<file path="src/ade_pkg.sv">
package ade_pkg;

    // Scan window length in bytes; bytes past it are ignored until the last byte
    localparam int WINDOW = 8192;
    localparam int POS_W  = $clog2(WINDOW + 1);

    localparam int HDR_LEN    = 7;
    localparam int FLEN_W     = 13;
    localparam int FRAMES_W   = 11;
    localparam int BYTES_W    = 14;
    localparam int RATE_W     = 17;
    localparam int SIZE_W     = 32;
    localparam int DUR_W      = 32;
    localparam int FILL_W     = 3;

    localparam int SPF_SHIFT  = 10;                       // 1024 samples per frame
    localparam int PROD_W     = SIZE_W + FRAMES_W;
    localparam int NUM_W      = PROD_W + SPF_SHIFT;
    localparam int DEN_W      = BYTES_W + RATE_W;
    localparam int DIV_STEPS  = NUM_W;
    localparam int DCNT_W     = $clog2(DIV_STEPS);

    localparam int S_TDATA_W  = 40;
    localparam int M_TDATA_W  = 64;

    localparam logic [7:0]          SYNC_BYTE    = 8'hFF;
    localparam logic [3:0]          SYNC_NIBBLE  = 4'hF;
    localparam logic [FRAMES_W-1:0] FRAMES_MAX   = '1;
    localparam logic [RATE_W-1:0]   DEFAULT_RATE = RATE_W'(48000);

    typedef enum logic [2:0] {
        ST_SCAN,
        ST_MUL,
        ST_INIT,
        ST_DIV,
        ST_LOAD
    } ade_state_t;

    typedef struct packed {
        logic take;       // consume one input byte
        logic size_load;  // capture file size with the last byte
        logic mul_load;   // register numerator and denominator products
        logic div_init;   // seed the divider
        logic div_step;   // one quotient bit
        logic out_load;   // publish result and clear scan state
    } ade_cmd_t;

    typedef struct packed {
        logic div_last;
        logic out_free;
    } ade_sts_t;

    // ADTS sampling frequency index; reserved codes return zero
    function automatic logic [RATE_W-1:0] rate_lookup(input logic [3:0] idx);
        logic [RATE_W-1:0] r;
        unique case (idx)
            4'd0:    r = RATE_W'(96000);
            4'd1:    r = RATE_W'(88200);
            4'd2:    r = RATE_W'(64000);
            4'd3:    r = RATE_W'(48000);
            4'd4:    r = RATE_W'(44100);
            4'd5:    r = RATE_W'(32000);
            4'd6:    r = RATE_W'(24000);
            4'd7:    r = RATE_W'(22050);
            4'd8:    r = RATE_W'(16000);
            4'd9:    r = RATE_W'(12000);
            4'd10:   r = RATE_W'(11025);
            4'd11:   r = RATE_W'(8000);
            4'd12:   r = RATE_W'(7350);
            default: r = '0;
        endcase
        return r;
    endfunction

endpackage

</file>
<file path="src/adts_duration_estimator.sv">
// ADTS duration estimator. Stream the leading window of an AAC file in, one
// byte per transaction, and mark the final byte with tlast together with the
// total file size. While scanning, one byte is accepted every cycle. After the
// last byte the input stalls while the numerator (size * frames * 1024) and
// denominator (bytes * rate) products are registered, the divider is seeded,
// the bit-serial restoring divider runs, and the result is published once the
// previous result has been taken. The result reports whole seconds (saturated
// to 32 bits, zero when no complete frame was found), the frame count and the
// sample rate from the first header, and all scan state is then cleared for the
// next file.
module adts_duration_estimator
    import ade_pkg::*;
(
    input  logic                 aclk,
    input  logic                 aresetn,
    input  logic                 s_tvalid,
    output logic                 s_tready,
    input  logic [S_TDATA_W-1:0] s_tdata,  // data_byte[7:0], file_size[39:8]
    input  logic                 s_tlast,  // last_byte
    output logic                 m_tvalid,
    input  logic                 m_tready,
    output logic [M_TDATA_W-1:0] m_tdata   // duration_secs[31:0], frame_count[42:32],
                                           // sample_rate_hz[59:43], zero[63:60]
);

    ade_cmd_t cmd;
    ade_sts_t sts;

    ade_ctrl u_ctrl (
        .aclk     (aclk),
        .aresetn  (aresetn),
        .s_tvalid (s_tvalid),
        .s_tlast  (s_tlast),
        .s_tready (s_tready),
        .sts      (sts),
        .cmd      (cmd)
    );

    ade_dpath u_dpath (
        .aclk     (aclk),
        .aresetn  (aresetn),
        .cmd      (cmd),
        .sts      (sts),
        .in_byte  (s_tdata[7:0]),
        .in_size  (s_tdata[39:8]),
        .m_tready (m_tready),
        .m_tvalid (m_tvalid),
        .m_tdata  (m_tdata)
    );

endmodule

</file>
<file path="src/ade_ctrl.sv">
module ade_ctrl
    import ade_pkg::*;
(
    input  logic     aclk,
    input  logic     aresetn,
    input  logic     s_tvalid,
    input  logic     s_tlast,
    output logic     s_tready,
    input  ade_sts_t sts,
    output ade_cmd_t cmd
);

    ade_state_t state_reg, state_next;

    always_ff @(posedge aclk) begin
        if (!aresetn) begin
            state_reg <= ST_SCAN;
        end else begin
            state_reg <= state_next;
        end
    end

    always_comb begin
        state_next = state_reg;
        cmd        = '0;
        s_tready   = 1'b0;
        unique case (state_reg)
            ST_SCAN: begin
                s_tready = 1'b1;
                if (s_tvalid) begin
                    cmd.take = 1'b1;
                    if (s_tlast) begin
                        cmd.size_load = 1'b1;
                        state_next    = ST_MUL;
                    end
                end
            end
            ST_MUL: begin
                cmd.mul_load = 1'b1;
                state_next   = ST_INIT;
            end
            ST_INIT: begin
                cmd.div_init = 1'b1;
                state_next   = ST_DIV;
            end
            ST_DIV: begin
                cmd.div_step = 1'b1;
                if (sts.div_last) begin
                    state_next = ST_LOAD;
                end
            end
            ST_LOAD: begin
                // hold until the previous result has been taken
                if (sts.out_free) begin
                    cmd.out_load = 1'b1;
                    state_next   = ST_SCAN;
                end
            end
            default: state_next = ST_SCAN;
        endcase
    end

endmodule

</file>
<file path="src/ade_dpath.sv">
module ade_dpath
    import ade_pkg::*;
(
    input  logic                 aclk,
    input  logic                 aresetn,
    input  ade_cmd_t             cmd,
    output ade_sts_t             sts,
    input  logic [7:0]           in_byte,
    input  logic [SIZE_W-1:0]    in_size,
    input  logic                 m_tready,
    output logic                 m_tvalid,
    output logic [M_TDATA_W-1:0] m_tdata
);

    localparam logic [POS_W-1:0]  WINDOW_L = POS_W'(WINDOW);
    localparam logic [FILL_W-1:0] FILL_HDR = FILL_W'(HDR_LEN);
    localparam logic [FILL_W-1:0] FILL_MAX = FILL_W'(HDR_LEN - 1);
    localparam logic [FLEN_W-1:0] FLEN_MIN = FLEN_W'(HDR_LEN);

    // scan state
    logic [7:0]          hdr_reg [HDR_LEN];
    logic [7:0]          hdr_next [HDR_LEN];
    logic [FILL_W-1:0]   fill_reg, fill_next;
    logic                in_frame_reg, in_frame_next;
    logic [FLEN_W-1:0]   skip_reg, skip_next;
    logic [FLEN_W-1:0]   pend_reg, pend_next;
    logic [FRAMES_W-1:0] frames_reg, frames_next;
    logic [BYTES_W-1:0]  bytes_reg, bytes_next;
    logic [RATE_W-1:0]   rate_reg, rate_next;
    logic                stopped_reg, stopped_next;
    logic [POS_W-1:0]    pos_reg, pos_next;

    // arithmetic
    logic [SIZE_W-1:0]   size_reg;
    logic [PROD_W-1:0]   prod_reg;
    logic [DEN_W-1:0]    den_reg;
    logic [NUM_W-1:0]    quo_reg;
    logic [DEN_W-1:0]    rem_reg;
    logic [DCNT_W-1:0]   dcnt_reg;
    logic                m_tvalid_reg;
    logic [M_TDATA_W-1:0] m_tdata_reg;

    logic [FILL_W-1:0]   fill_v;
    logic [FLEN_W-1:0]   flen;
    logic [FLEN_W-1:0]   pend_v;
    logic [FLEN_W-1:0]   skip_v;
    logic                hit;
    logic                count_v;
    logic [RATE_W-1:0]   rate_new;
    logic [DEN_W:0]      trial;
    logic                ge;
    logic [DUR_W-1:0]    duration;

    always_comb begin
        for (int i = 0; i < HDR_LEN; i++) begin
            hdr_next[i] = hdr_reg[i];
        end
        fill_next     = fill_reg;
        in_frame_next = in_frame_reg;
        skip_next     = skip_reg;
        pend_next     = pend_reg;
        frames_next   = frames_reg;
        bytes_next    = bytes_reg;
        rate_next     = rate_reg;
        stopped_next  = stopped_reg;
        pos_next      = pos_reg;
        fill_v        = '0;
        pend_v        = pend_reg;
        skip_v        = skip_reg;
        count_v       = 1'b0;
        hit           = 1'b0;
        rate_new      = rate_lookup(hdr_reg[3][5:2]);

        // header fields over the window with the new byte appended at the top
        flen = {hdr_reg[4][1:0], hdr_reg[5], hdr_reg[6][7:5]};

        if (cmd.out_load) begin
            fill_next     = '0;
            in_frame_next = 1'b0;
            skip_next     = '0;
            pend_next     = '0;
            frames_next   = '0;
            bytes_next    = '0;
            rate_next     = DEFAULT_RATE;
            stopped_next  = 1'b0;
            pos_next      = '0;
        end else if (cmd.take) begin
            if (!stopped_reg && (pos_reg < WINDOW_L)) begin
                pos_next = pos_reg + 1'b1;
                if (pos_next >= WINDOW_L) begin
                    stopped_next = 1'b1;
                end
                if (in_frame_reg) begin
                    if (skip_reg != '0) begin
                        skip_v = skip_reg - 1'b1;
                    end
                    skip_next = skip_v;
                    count_v   = (skip_v == '0);
                end else begin
                    for (int i = 0; i < HDR_LEN - 1; i++) begin
                        hdr_next[i] = hdr_reg[i+1];
                    end
                    hdr_next[HDR_LEN-1] = in_byte;
                    fill_v    = (fill_reg >= FILL_HDR) ? FILL_MAX : fill_reg;
                    fill_v    = fill_v + 1'b1;
                    fill_next = fill_v;
                    if (fill_v == FILL_HDR) begin
                        flen = {hdr_reg[4][1:0], hdr_reg[5], hdr_reg[6][7:5]};
                        hit  = (hdr_reg[1] == SYNC_BYTE)
                            && (hdr_reg[2][7:4] == SYNC_NIBBLE)
                            && (flen >= FLEN_MIN);
                        if (!hit) begin
                            // slide by one byte
                            fill_next = FILL_MAX;
                        end else begin
                            if ((frames_reg == '0) && (rate_new != '0)) begin
                                rate_next = rate_new;
                            end
                            pend_v        = flen;
                            pend_next     = flen;
                            skip_v        = flen - FLEN_MIN;
                            skip_next     = skip_v;
                            in_frame_next = 1'b1;
                            count_v       = (skip_v == '0);
                        end
                    end
                end
                if (count_v) begin
                    if (frames_reg < FRAMES_MAX) begin
                        frames_next = frames_reg + 1'b1;
                    end
                    bytes_next    = bytes_reg + BYTES_W'(pend_v);
                    in_frame_next = 1'b0;
                    fill_next     = '0;
                    pend_next     = '0;
                    skip_next     = '0;
                end
            end else begin
                stopped_next = 1'b1;
            end
        end
    end

    always_ff @(posedge aclk) begin
        if (!aresetn) begin
            fill_reg     <= '0;
            in_frame_reg <= 1'b0;
            skip_reg     <= '0;
            pend_reg     <= '0;
            frames_reg   <= '0;
            bytes_reg    <= '0;
            rate_reg     <= DEFAULT_RATE;
            stopped_reg  <= 1'b0;
            pos_reg      <= '0;
        end else begin
            fill_reg     <= fill_next;
            in_frame_reg <= in_frame_next;
            skip_reg     <= skip_next;
            pend_reg     <= pend_next;
            frames_reg   <= frames_next;
            bytes_reg    <= bytes_next;
            rate_reg     <= rate_next;
            stopped_reg  <= stopped_next;
            pos_reg      <= pos_next;
        end
    end

    always_ff @(posedge aclk) begin
        for (int i = 0; i < HDR_LEN; i++) begin
            hdr_reg[i] <= hdr_next[i];
        end
    end

    // restoring division, one quotient bit per cycle
    assign trial = {rem_reg, quo_reg[NUM_W-1]};
    assign ge    = (trial >= {1'b0, den_reg});

    always_ff @(posedge aclk) begin
        if (cmd.size_load) begin
            size_reg <= in_size;
        end
        if (cmd.mul_load) begin
            prod_reg <= PROD_W'(size_reg) * PROD_W'(frames_reg);
            den_reg  <= DEN_W'(bytes_reg) * DEN_W'(rate_reg);
        end
        if (cmd.div_init) begin
            quo_reg  <= {prod_reg, {SPF_SHIFT{1'b0}}};
            rem_reg  <= '0;
            dcnt_reg <= '0;
        end else if (cmd.div_step) begin
            quo_reg  <= {quo_reg[NUM_W-2:0], ge};
            rem_reg  <= ge ? DEN_W'(trial - {1'b0, den_reg}) : trial[DEN_W-1:0];
            dcnt_reg <= dcnt_reg + 1'b1;
        end
    end

    assign sts.div_last = (dcnt_reg == DCNT_W'(DIV_STEPS - 1));
    assign sts.out_free = !m_tvalid_reg || m_tready;

    // zero frames or zero bytes leave a zero denominator: report zero seconds
    always_comb begin
        if (den_reg == '0) begin
            duration = '0;
        end else if (quo_reg[NUM_W-1:DUR_W] != '0) begin
            duration = '1;
        end else begin
            duration = quo_reg[DUR_W-1:0];
        end
    end

    always_ff @(posedge aclk) begin
        if (!aresetn) begin
            m_tvalid_reg <= 1'b0;
        end else if (cmd.out_load) begin
            m_tvalid_reg <= 1'b1;
        end else if (m_tready) begin
            m_tvalid_reg <= 1'b0;
        end
    end

    always_ff @(posedge aclk) begin
        if (cmd.out_load) begin
            m_tdata_reg <= M_TDATA_W'({rate_reg, frames_reg, duration});
        end
    end

    assign m_tvalid = m_tvalid_reg;
    assign m_tdata  = m_tdata_reg;

endmodule

</file>
<file path="config.mk">
export PLATFORM = sky130hd
export DESIGN_NAME = adts_duration_estimator
export DESIGN_NICKNAME = d
export VERILOG_FILES = /design/src/ade_pkg.sv /design/src/adts_duration_estimator.sv /design/src/ade_ctrl.sv /design/src/ade_dpath.sv
export SDC_FILE = /design/constraint.sdc
export NUM_CORES = 2
export LEC_CHECK = 0
export ABC_CLOCK_PERIOD_IN_PS = 10600
export BUFFER_PORTS_ARGS = -buffer_cell sky130_fd_sc_hd__buf_2
export CAP_MARGIN = 10
export CORE_MARGIN = 2
export CORE_UTILIZATION = 60
export DETAILED_ROUTE_END_ITERATION = 10
export GPL_TIMING_DRIVEN = 1
export PLACE_DENSITY_LB_ADDON = 0.3
export REMOVE_ABC_BUFFERS = 1
export SYNTH_ARGS = -nofsm -noshare
export SYNTH_HDL_FRONTEND = slang
export SYNTH_SLANG_ARGS = --single-unit
</file>
<file path="constraint.sdc">
create_clock -name aclk -period 10.6 [get_ports aclk]
set_clock_uncertainty 0.05 [all_clocks]
set_input_delay 1.59 -clock aclk [delete_from_list [all_inputs] [get_ports aclk]]
set_output_delay 1.59 -clock aclk [all_outputs]
set_load 0.03 [all_outputs]
</file>
==> run_results.csv <==
group,metric,value,unit
floorplan,die_area,0.0629,mm2
synthesis,syn_inst,3805,
detailed_routing,wl_per_cell,17.4,um
global_route,grt_pass1_wl,134000,um
power_and_ir_drop,p_sw,0.879,mW
synthesis,synth_warnings,0,
detailed_routing,remaining_drc_errors,0,
global_route,grt_pass1_vias,26700,
critical_path,cp.arrival,7.34,ns
power_and_ir_drop,p_seq_share,50.1,%
final_layout,final-instance-count-excl-fill,4603,
placement,gp_congestion,0.880,
final_layout,drive_gt1_share,6.44,%
synthesis,synth_area,0.0365,mm2
final_layout,largest_reg_flops,60,
synthesis,ys_seq_area_share,28.7,%
placement,port_buffers,106,
power_and_ir_drop,power_frac_comb,6.3,%
floorplan,core-area,0.0602,mm2
sta,drv_slew,0,
power_and_ir_drop,intPower,2.68,mW
sta,fmax,0.141,GHz
synthesis,yosys_register_bits,395,
sta,setup_viol,0,
detailed_routing,vias_per_cell,5.76,
synthesis,async_flop_share,0,%
sta,final-hold-violation-count,0,
critical_path,worstPathMaxFanout,33,
floorplan,start_util,60.7,%
sta,tns,0,ns
clocking,cts_tree,"built",
clocking,cts_max_path_buffers,3,
synthesis,synth.distinct_cells,81,
global_route,track_usage,26.2,%
global_route,grt_use_met2,43.3,%
global_route,antenna_found_initial,0,
floorplan,fp.dieW,251,um
clocking,cts_setup_buffers,0,
detailed_routing,vias,26500,
global_route,grt_max_degree,75,
floorplan,ios,111,
final_layout,syn2layout_area_growth,6.66,%
synthesis,ys.flop_type,"edfxtp_1",
global_route,gr-total-overflow,0,
detailed_routing,postRouteAntennaNets,0,
sta,fin_ws,3.52,ns
synthesis,post_synth.cell_area_avg,9.60,um2
clocking,h-tree-depth,2,
detailed_routing,first_pass_iters,5,
global_route,met1_usage,35.8,%
sta,finalCriticalPeriod,7.08,ns
final_layout,antenna_cells,0,
placement,dp.cells,4521,
clocking,cts-root-buf,"clkbuf_16",
power_and_ir_drop,p_sw_share,24.7,%
critical_path,cp.required,10.86,ns
detailed_routing,wl,80300,um
clocking,worstSkewPairLatency,0.60,ns
outcome,outcome,"finished, final reports clean",
clocking,cts_resized,0,
critical_path,start_kind,"register",
sta,hold_ws,0.359,ns
critical_path,crit_type,"register to register",
final_layout,design_area,0.0390,mm2
power_and_ir_drop,total_power,3.56,mW
synthesis,synth-edff-count,257,
clocking,clk_pin_slew,0.06,ns
placement,placed_area,0.0375,mm2
clocking,cts_sinks,395,
clocking,cts_buffers,45,
power_and_ir_drop,p_clk_share,43.6,%
sta,rsz0062_at_grt,"false",
critical_path,r2r_slack,3.52,ns
floorplan,rows,90,
power_and_ir_drop,ir_drop,0.120,mV
placement,dp_hpwl,58800,um
power_and_ir_drop,power_density,91.2,mW/mm2
detailed_routing,drtIter0Drc,1670,
global_route,met3_usage,3.93,%
power_and_ir_drop,p_leak,17.9,nW
floorplan,die_h,251,um
critical_path,cp-end-kind,"register",
sta,slew-limit-headroom,16.5,%
worst_hold_path,hp-class,"register to register",
global_route,busiest_layer,"met2",
sta,period_share,66.8,%
final_layout,finalNetCount,4514,
placement,dp_worst_setup_slack,3.64,ns
clocking,hold_buffers,0,
final_layout,fin_util,64.7,%
run,drv_cap,0,
sta,worst_slew_pin_slew,1.25,ns
## cells by family (layout without fill, tap and decap cells)
family	after synthesis	in the layout	synth area share (%)
AOI/OAI and AO/OA	536	536	9.48
xor gates and xnor gates	118	118	2.83
adders and majority gates	683	683	32.6
buffers and inverters	720	733	7.48
DFF	395	395	28.7
muxes	74	74	2.07
other	1	4	0.0103
and+or+nand+nor	1278	1278	16.9
## per-layer routing
| layer | share of wire [%] | vias to the layer above | wire length (um) |
|---|---|---|---|
| li1 | - | 12400 | - |
| met1 | 44 | 13200 | 35000 |
| met2 | 47 | 768 | 38100 |
| met3 | 6.3 | 132 | 5070 |
| met4 | 2.7 | 0 | 2190 |
| met5 | 0 | - | 0 |
## power by group through the flow
stage | logic [mW] | registers (mW) | clock network (mW)
after global placement | 0.218 | 1.81 | 0
after floorplan | 0.154 | 1.80 | 0
after CTS | 0.223 | 1.78 | 1.59
after detailed placement | 0.221 | 1.81 | 0
after global routing | 0.248 | 1.79 | 1.64
final | 0.223 | 1.78 | 1.55
## layout make-up
| class | count | area, um2 |
|---|---|---|
| Inverter | 517 | 1940 |
| Timing Repair Buffer | 134 | 741 |
| Clock buffer | 53 | 1200 |
| Clock inverter | 29 | 255 |
| Fill cell | 4821 | 21300 |
| Multi-Input combinational cell | 2693 | 23400 |
| Tap cell | 782 | 978 |
| Sequential cell | 395 | 10500 |
## final timing paths
kind	from	endpoint	cells after the start
worst min register to register	u_dpath.hdr_reg[2][3]	u_dpath.hdr_reg[1][3]	0
worst max register to register	u_dpath.frames_reg[2]	u_dpath.prod_reg[39]	19
worst min-delay path	u_dpath.hdr_reg[2][3]	u_dpath.hdr_reg[1][3]	0
worst max-delay path	u_dpath.frames_reg[2]	u_dpath.prod_reg[39]	19
## Yosys cell counts, types with 7 or more instances
| cell type | n | area share [%] |
|---|---|---|
| nand2_1 | 520 | 5.3 |
| nor3_1 | 42 | 0.58 |
| a21o_1 | 53 | 1.1 |
| a211oi_1 | 20 | 0.41 |
| buf_1 | 12 | 0.12 |
| and2_1 | 270 | 4.6 |
| nand3_1 | 60 | 0.82 |
| mux2_2 | 13 | 0.40 |
| o31ai_1 | 11 | 0.23 |
| a2bb2oi_1 | 15 | 0.36 |
| nand3b_1 | 9 | 0.18 |
| o21ai_0 | 96 | 1.3 |
| inv_1 | 517 | 5.3 |
| nand4_1 | 28 | 0.48 |
| edfxtp_1 | 257 | 21 |
| nor4_1 | 21 | 0.36 |
| o211ai_1 | 12 | 0.25 |
| a2111oi_0 | 7 | 0.17 |
| a21boi_0 | 9 | 0.18 |
| clkbuf_1 | 182 | 1.9 |
| or3_1 | 13 | 0.22 |
| and3_1 | 22 | 0.38 |
| fa_1 | 448 | 25 |
| o21a_1 | 41 | 0.84 |
| a21oi_1 | 164 | 2.2 |
| nor2b_1 | 15 | 0.26 |
| ha_1 | 235 | 8.0 |
| nand2b_1 | 23 | 0.39 |
| o21bai_1 | 21 | 0.43 |
| xor2_1 | 45 | 1.1 |
| or4_1 | 8 | 0.16 |
| or2_2 | 9 | 0.15 |
| xnor2_1 | 73 | 1.7 |
| a31oi_1 | 21 | 0.36 |
| dfxtp_1 | 138 | 7.6 |
| mux2i_1 | 61 | 1.7 |
| o311ai_0 | 7 | 0.17 |
| nor2_1 | 207 | 2.1 |
## worst max-delay path, stage by stage, from the launching register on
cell       delay, ns
dfxtp_1         0.43
buf_4           0.45
nand2_1         0.16
fa_1            0.58
fa_1            0.45
fa_1            0.54
inv_1           0.05
fa_1            0.47
inv_1           0.05
fa_1            0.47
inv_1           0.04
ha_1            0.40
nand2_1         0.11
a2111oi_0       0.78
o311ai_0        0.33
a31oi_1         0.55
a21oi_1         0.25
a31oi_1         0.34
mux2i_1         0.12
nand3b_1        0.16
## placed cells by master, fill, tap and decap left out, types with 20 or more instances in the layout
master,synthesis,routed
edfxtp_1,257,257
a31oi_1,21,21
nor4_1,21,21
fa_1,448,448
a21o_1,53,53
a211oi_1,20,20
buf_4,5,28
o21a_1,41,41
xnor2_1,73,73
and2_1,270,270
ha_1,235,235
inv_1,517,515
xor2_1,45,45
o21ai_0,96,96
nor3_1,42,41
nor2_1,207,206
o21bai_1,21,21
and3_1,22,22
nand2b_1,23,22
clkbuf_16,0,45
nand4_1,28,28
nand3_1,60,60
nand2_1,520,519
a21oi_1,164,163
buf_2,3,106
mux2i_1,61,61
dfxtp_1,138,137
Note: power is estimated with default switching activity, not from simulation.
